### src/binary_to_ascii_hex_dec_macros.svh
// Assertion macros shared by the binary to ASCII converter.
// Included by the top level; needs nothing else.
`ifndef BINARY_TO_ASCII_HEX_DEC_MACROS_SVH
`define BINARY_TO_ASCII_HEX_DEC_MACROS_SVH

// The consequent must hold in the same cycle as the antecedent.
`define B2A_ASSERT_NOW(name, clk, rst, ante, cons, msg) \
  name: assert property (@(posedge clk) disable iff (rst) (ante) |-> (cons)) \
    else $error(msg);

// The consequent must hold in the cycle after the antecedent.
`define B2A_ASSERT_NEXT(name, clk, rst, ante, cons, msg) \
  name: assert property (@(posedge clk) disable iff (rst) (ante) |=> (cons)) \
    else $error(msg);

`endif

### src/b2a_pkg.sv
// Package for the binary to ASCII converter: radix codes, controller states,
// command and status structs, and the digit to ASCII mapping. No dependencies.
`default_nettype none

package b2a_pkg;

  // Widths of the stream fields.
  localparam int unsigned ValueWidth  = 32;
  localparam int unsigned CharWidth   = 7;
  localparam int unsigned DecDigits   = 10;
  localparam int unsigned HexDigits   = 8;
  localparam int unsigned DigitRegW   = 4 * DecDigits;
  localparam int unsigned StepCountW  = $clog2(ValueWidth);
  localparam int unsigned RemainW     = $clog2(DecDigits + 1);

  // Radix select carried on the input tuser.
  localparam logic CMD_HEX = 1'b0;
  localparam logic CMD_DEC = 1'b1;

  localparam logic [CharWidth-1:0] ASCII_ZERO = 7'h30;
  localparam logic [CharWidth-1:0] ASCII_UPPER_A = 7'h41;

  typedef enum logic [1:0] {
    ST_IDLE,
    ST_CONV,
    ST_SKIP,
    ST_EMIT
  } b2a_state_t;

  // Commands from the controller to the datapath.
  typedef struct packed {
    logic load;
    logic dabble;
    logic skip;
    logic emit;
  } b2a_cmd_t;

  // Status from the datapath to the controller.
  typedef struct packed {
    logic conv_done;
    logic lead_zero;
    logic last_digit;
    logic out_free;
  } b2a_status_t;

  // Map a digit 0..15 to '0'..'9' or 'A'..'F'.
  function automatic logic [CharWidth-1:0] digit_to_ascii(input logic [3:0] d);
    logic [CharWidth-1:0] base;
    if (d < 4'd10) begin
      base = ASCII_ZERO;
    end else begin
      base = ASCII_UPPER_A - 7'd10;
    end
    return base + {3'b000, d};
  endfunction

endpackage

`default_nettype wire

### src/binary_to_ascii_hex_dec.sv
// Top level of the binary to ASCII converter (hex or decimal digits).
// Depends on b2a_pkg, b2a_ctrl, b2a_datapath and the assertion macro header.
//
// Channel   Dir  Signals                      Contents
// input     in   s_tvalid s_tready s_tdata    s_tdata[31:0] value
//                s_tuser                      s_tuser cmd (0 hex, 1 decimal)
// output    out  m_tvalid m_tready m_tdata    m_tdata[6:0] ascii_char, [7] zero
//                m_tlast                      m_tlast marks the final digit
//
// One value at a time. A decimal value is loaded and then converted by the
// shift-add BCD converter; hex skips the shift-add conversion. Leading zeros
// are then dropped, keeping at least one digit, and each character is emitted
// once the output register is free. The output register lets the last character
// wait while the next value is taken. Reset is synchronous and empties both
// channels.
`default_nettype none
`include "binary_to_ascii_hex_dec_macros.svh"

module binary_to_ascii_hex_dec
  import b2a_pkg::*;
(
  input  logic        clk,
  input  logic        rst,
  input  logic        s_tvalid,
  output logic        s_tready,
  input  logic [31:0] s_tdata,   // [31:0] value
  input  logic        s_tuser,   // [0] cmd
  output logic        m_tvalid,
  input  logic        m_tready,
  output logic [7:0]  m_tdata,   // [6:0] ascii_char, [7] zero fill
  output logic        m_tlast
);

  b2a_cmd_t             ctl_cmd;
  b2a_status_t          dp_status;
  logic [CharWidth-1:0] char_q;

  // Controller.
  b2a_ctrl u_ctrl (
    .clk      (clk),
    .rst      (rst),
    .in_valid (s_tvalid),
    .in_radix (s_tuser),
    .in_ready (s_tready),
    .status   (dp_status),
    .cmd      (ctl_cmd)
  );

  // Datapath.
  b2a_datapath u_datapath (
    .clk       (clk),
    .rst       (rst),
    .cmd       (ctl_cmd),
    .in_radix  (s_tuser),
    .in_value  (s_tdata),
    .status    (dp_status),
    .out_char  (char_q),
    .out_last  (m_tlast),
    .out_valid (m_tvalid),
    .out_ready (m_tready)
  );

  assign m_tdata = {1'b0, char_q};

  // Checks on the converter's own control.
  `B2A_ASSERT_NEXT(a_busy_after_accept, clk, rst, s_tvalid && s_tready, !s_tready, "input ready right after a transfer")
  `B2A_ASSERT_NOW(a_skip_keeps_digit, clk, rst, ctl_cmd.skip, !dp_status.last_digit, "final digit skipped")
  `B2A_ASSERT_NOW(a_emit_when_free, clk, rst, ctl_cmd.emit, !m_tvalid || m_tready, "character overwritten before transfer")
  `B2A_ASSERT_NOW(a_char_range, clk, rst, m_tvalid, (char_q >= 7'd48 && char_q <= 7'd57) || (char_q >= 7'd65 && char_q <= 7'd70), "character outside digit set")

endmodule

`default_nettype wire

### src/b2a_ctrl.sv
// Controller state machine for the binary to ASCII converter.
// Depends on b2a_pkg; drives commands to b2a_datapath and reads its status.
`default_nettype none

module b2a_ctrl
  import b2a_pkg::*;
(
  input  logic        clk,
  input  logic        rst,
  input  logic        in_valid,
  input  logic        in_radix,
  output logic        in_ready,
  input  b2a_status_t status,
  output b2a_cmd_t    cmd
);

  b2a_state_t state;
  b2a_state_t state_next;

  // State register.
  always_ff @(posedge clk) begin
    if (rst) begin
      state <= ST_IDLE;
    end else begin
      state <= state_next;
    end
  end

  // Next state and commands.
  always_comb begin
    state_next = state;
    cmd        = '0;
    in_ready   = 1'b0;
    case (state)
      ST_IDLE: begin
        in_ready = 1'b1;
        if (in_valid) begin
          cmd.load   = 1'b1;
          state_next = (in_radix == CMD_DEC) ? ST_CONV : ST_SKIP;
        end
      end
      ST_CONV: begin
        cmd.dabble = 1'b1;
        if (status.conv_done) begin
          state_next = ST_SKIP;
        end
      end
      ST_SKIP: begin
        // Drop leading zeros, keeping at least one digit.
        if (status.lead_zero && !status.last_digit) begin
          cmd.skip = 1'b1;
        end else begin
          state_next = ST_EMIT;
        end
      end
      ST_EMIT: begin
        if (status.out_free) begin
          cmd.emit = 1'b1;
          if (status.last_digit) begin
            state_next = ST_IDLE;
          end
        end
      end
      default: begin
        state_next = ST_IDLE;
      end
    endcase
  end

endmodule

`default_nettype wire

### src/b2a_datapath.sv
// Datapath for the binary to ASCII converter: shift-add BCD conversion,
// digit shift register and the output character register. Depends on b2a_pkg.
`default_nettype none

module b2a_datapath
  import b2a_pkg::*;
(
  input  logic                  clk,
  input  logic                  rst,
  input  b2a_cmd_t              cmd,
  input  logic                  in_radix,
  input  logic [ValueWidth-1:0] in_value,
  output b2a_status_t           status,
  output logic [CharWidth-1:0]  out_char,
  output logic                  out_last,
  output logic                  out_valid,
  input  logic                  out_ready
);

  logic [ValueWidth-1:0] bin;
  logic [DigitRegW-1:0]  dig;
  logic [StepCountW-1:0] step;
  logic [RemainW-1:0]    remaining;
  logic [DigitRegW-1:0]  dig_adj;

  // Add three to every BCD digit of five or more before the shift.
  always_comb begin
    for (int i = 0; i < DecDigits; i++) begin
      if (dig[4*i +: 4] >= 4'd5) begin
        dig_adj[4*i +: 4] = dig[4*i +: 4] + 4'd3;
      end else begin
        dig_adj[4*i +: 4] = dig[4*i +: 4];
      end
    end
  end

  // Binary, digit and counter registers. The current top digit is dig[top nibble].
  always_ff @(posedge clk) begin
    if (cmd.load) begin
      step <= '0;
      if (in_radix == CMD_DEC) begin
        bin       <= in_value;
        dig       <= '0;
        remaining <= RemainW'(DecDigits);
      end else begin
        bin       <= in_value;
        dig       <= {in_value, {(DigitRegW - ValueWidth){1'b0}}};
        remaining <= RemainW'(HexDigits);
      end
    end else if (cmd.dabble) begin
      bin  <= {bin[ValueWidth-2:0], 1'b0};
      dig  <= {dig_adj[DigitRegW-2:0], bin[ValueWidth-1]};
      step <= step + StepCountW'(1);
    end else if (cmd.skip || cmd.emit) begin
      dig       <= {dig[DigitRegW-5:0], 4'h0};
      remaining <= remaining - RemainW'(1);
    end
  end

  // Output character register; a new character may load as the old one leaves.
  always_ff @(posedge clk) begin
    if (rst) begin
      out_valid <= 1'b0;
    end else if (cmd.emit) begin
      out_valid <= 1'b1;
    end else if (out_ready) begin
      out_valid <= 1'b0;
    end
  end

  always_ff @(posedge clk) begin
    if (cmd.emit) begin
      out_char <= digit_to_ascii(dig[DigitRegW-1 -: 4]);
      out_last <= (remaining == RemainW'(1));
    end
  end

  // Status to the controller.
  always_comb begin
    status.conv_done  = (step == {StepCountW{1'b1}});
    status.lead_zero  = (dig[DigitRegW-1 -: 4] == 4'h0);
    status.last_digit = (remaining == RemainW'(1));
    status.out_free   = !out_valid || out_ready;
  end

endmodule

`default_nettype wire
### config.mk
export PLATFORM = sky130hd
export DESIGN_NAME = binary_to_ascii_hex_dec
export DESIGN_NICKNAME = d
export VERILOG_FILES = /design/src/b2a_pkg.sv /design/src/binary_to_ascii_hex_dec.sv /design/src/b2a_ctrl.sv /design/src/b2a_datapath.sv
export VERILOG_INCLUDE_DIRS = /design/src /design/src/src
export SDC_FILE = /design/constraint.sdc
export NUM_CORES = 1
export LEC_CHECK = 0
export BUFFER_PORTS_ARGS = -buffer_cell sky130_fd_sc_hd__buf_2
export CORE_AREA = 8 8 112 114
export DETAILED_ROUTE_END_ITERATION = 10
export DIE_AREA = 0 0 120 122
export GPL_TIMING_DRIVEN = 0
export PLACE_DENSITY_LB_ADDON = 0.05
export SETUP_SLACK_MARGIN = 0.15
export SYNTH_ARGS = -nofsm -noshare
export SYNTH_HDL_FRONTEND = slang
export SYNTH_SLANG_ARGS = --single-unit
### constraint.sdc
create_clock -name clk -period 2.7 [get_ports clk]
set_input_delay 0.135 -clock clk [delete_from_list [all_inputs] [get_ports clk]]
set_output_delay 0.135 -clock clk [all_outputs]
set_load 0.03 [all_outputs]
==> qor.tcl <==
set qor(outcome) {finished, final reports clean}
set qor(antenna_violations_before_repair) 0
set qor(dr_wl_cell_um) 17.5
set qor(grt_setup_unrepaired) {false}
set qor(worst_r2r_startpoint) {u_ctrl.state[0]}
set qor(synth_cells) 531
set qor(detailedRoute.firstIterationViolations) 283
set qor(setup-violations-final) 0
set qor(synth_sequential_area_ratio_pct) 50.7
set qor(postSynth.asyncResetShare_pct) 0
set qor(layout.nets) 660
set qor(grt_util_all_layers_pct) 18.2
set qor(die_width_um) 120
set qor(cts.reportedPaths.clkPinSlew_ns) 0.09
set qor(synth_flop_cell) {edfxtp_1}
set qor(reg2regPathDepth) 6
set qor(worst_slew_margin_rel_pct) 52.7
set qor(route.detailed.vias_per_inst) 5.60
set qor(clkSinkCount) 92
set qor(clock_skew_ns) 0.0141
set qor(antennaDiodeCount) 0
set qor(route.vias.total) 4116
set qor(yosys_warnings) 0
set qor(vdd_drop_max_v) 0.000621
set qor(totalNegativeSetupSlack_ns) 0
set qor(layout-drive-gt1-share_pct) 17.0
set qor(r2r_setup_slack_ns) 0.36
set qor(worst_setup_path_class) {reg -> reg}
set qor(initial_core_utilization_pct) 49.5
set qor(final_common_cell) {nand2_1}
set qor(fmax_mhz) 427
set qor(power_mw) 7.67
set qor(numCtsBuffers) 9
set qor(htree_levels) 3
set qor(io_pins) 48
set qor(core_area_um2) 10700
set qor(grt_pass1_wl_um) 20800
set qor(final_min_period_over_clock_period_pct) 86.7
set qor(syn_nets) 601
set qor(first_global_vias) 4182
set qor(slew_violations) 0
set qor(maximum_number_of_pins_on_one_net_before_global_route_repair) 33
set qor(cpPeakStageDelay_ns) 0.38
set qor(drc) 0
set qor(filler_cell_count) 1007
set qor(place.detailed.hpwl_um) 8980
set qor(crit_path_end_kind) {register}
set qor(post-route-worst-setup-slack_ns) 0.359
set qor(tritoncts) {done}
set qor(die_h_um) 122
set qor(timing.critical_path.from_type) {register}
set qor(grt-ovfl-total) 0
set qor(post_cts.repair.setup_buffers) 0
set qor(timing.final.crit_period_ns) 2.34
set qor(critical_path.slowest_cell) {dfxtp_1}
set qor(worst_hold_path.endpoint) {u_datapath.bin[1]}
set qor(crit_arrival_ns) 2.36
set qor(cp_data_required_time_ns) 2.72
set qor(worst_slew_pin_slew_ns) 0.709
set qor(ys_seq_elements) 92
set qor(placementRows) 38
set qor(route.final.wire_length_um) 12900
set qor(antenna_left) 0
set qor(gp_congestion) 0.845
set qor(report.final.hold_viol_count) 0
set qor(worst_hold_startpoint) {s_tdata[1]}
set qor(port_buffers) 46
set qor(synth.cell_area_um2) 5290
set qor(clkLatencyLatePin_ns) 0.38
set qor(multi_input_area_um2) 2430
set qor(floorplan.die_area_um2) 14600
set qor(synth_edf_count) 84
set qor(syn_avg_cell_area_um2) 9.97
set qor(leakage_nw) 2.45
set qor(min_delay_path_depth) 3
set qor(final_cell_mix) {nand2_1 (115), edfxtp_1 (84), buf_2 (50)}
set qor(maxCapViolCount) 0
set qor(clockBufferDepth) 2
set qor(sequence_of_cells_on_the_critical_path) {inv_1 -> ha_1 -> nand2_1 -> clkbuf_2 -> clkbuf_2 -> nand3_4}
set qor(cp_max_fo) 20
set qor(regToRegEndpoint) {u_datapath.dig[1]}
set qor(clock_tree.root_cell) {clkbuf_8}
set qor(dp_slack_ns) -0.814
set qor(power_density_nw_per_um2) 1300
set qor(timing.critical_path.mode_cell) {clkbuf_2}
set qor(dr.pass1.iters) 4
set qor(regArea_um2) 2680
set qor(hold_path_class) {in -> reg}
set qor(syn_to_final_growth_pct) 11.6
set qor(synth_unique_cells) 43
worst max path at each step:
stage	from	end	slack, ns	cells past startpoint
floorplan	u_ctrl.state[0]	u_datapath.dig[0]	0.11	6
global route	u_ctrl.state[0]	u_datapath.dig[14]	0.19	6
detailed placement	u_ctrl.state[0]	u_datapath.dig[15]	-0.81	6
finish	u_ctrl.state[0]	u_datapath.dig[1]	0.36	6
CTS	u_ctrl.state[0]	u_datapath.dig[14]	0.33	6
global placement	u_ctrl.state[0]	u_datapath.dig[18]	-0.77	6
kinds of logic after synthesis:
group | count (synthesis) | share of synthesized area [%]
AOI/OAI and AO/OA | 114 | 13.7
xor gates and xnor gates | 17 | 2.81
adders and majority gates | 33 | 7.94
buffers and inverters | 56 | 4.14
DFF | 92 | 50.7
muxes | 11 | 2.29
other | 1 | 0.0709
and+or+nand+nor | 207 | 18.3
through the flow:
stage	hold WS, ns	util [%]	cells	cell area (um2)
floorplan	0.204	-	531	5300
finish	0.0320	55.2	735	5910
CTS	0.00611	55.2	735	5910
global placement	0.332	53.3	717	5700
global route	0.0289	55.2	735	5910
detailed placement	0.345	53.3	717	5700
registers in the layout, summed over array words and instances, names as in the netlist:
signal,cells
u_datapath.out_last,1
u_datapath.out_valid,1
u_datapath.step,5
u_datapath.remaining,4
u_ctrl.state,2
u_datapath.dig,40
u_datapath.out_char,7
u_datapath.bin,32
cells in the mapped netlist (2+ instances only):
library cell,count,share of area [%]
nor3b_1,9,1.3
a31o_2,13,2.2
edfxtp_1,84,48
ha_1,32,7.6
xnor2_1,13,2.2
a211oi_1,7,0.99
or3b_2,8,1.3
dfxtp_1,8,3.0
o21ai_0,35,3.3
buf_1,4,0.28
nand3_1,3,0.28
nand3b_1,2,0.28
a31oi_1,16,1.9
nand2_1,116,8.2
and3_1,16,1.9
nand2b_1,14,1.7
a21o_1,2,0.28
xor2_1,4,0.66
mux2_2,9,1.9
and2_1,2,0.24
a221oi_1,3,0.50
o211ai_1,3,0.43
nor3_1,3,0.28
inv_1,29,2.1
nor2_1,29,2.1
clkbuf_1,18,1.3
a311oi_1,8,1.3
mux2i_1,2,0.38
buf_2,4,0.38
a21oi_1,22,2.1
layout make-up:
cell class,count,area share (%)
Tap cell,140,2.96
Multi-Input combinational cell,384,41.1
Clock inverter,6,0.529
Clock buffer,10,2.16
Sequential cell,92,45.4
Inverter,29,1.84
Timing Repair Buffer,47,4.07
Buffer,27,1.93
power by group:
group / switching [mW] / internal, mW
clock: 0.499 / 0.326
combinational: 2.23 / 1.45
sequential: 0.479 / 2.68
total: 3.21 / 4.46
routing by layer:
| metal | up-vias | GRT usage [%] | wire [um] |
|---|---|---|---|
| met5 | - | 0 | 0 |
| met4 | 0 | 8.98 | 327 |
| met3 | 22 | 3.42 | 455 |
| met2 | 87 | 30.8 | 6320 |
| met1 | 1996 | 22.0 | 5770 |
| li1 | 2011 | - | - |
critical path, delay by kind of cell (launching register included):
kind | cells | cell delay, ns
fa+ha+maj | 1 | 0.30
buf+inv | 3 | 0.77
flops | 1 | 0.38
simple gates | 2 | 0.53
timing repair:
| action | 4_1_cts | 5_1_grt |
|---|---|---|
| endpoints found under the hold margin | 3 | 0 |
| gates resized for setup | 7 | 0 |
| endpoints found under the setup margin | 72 | 0 |
| hold buffers | 1 | 0 |
(Power assumes the default switching activity.)
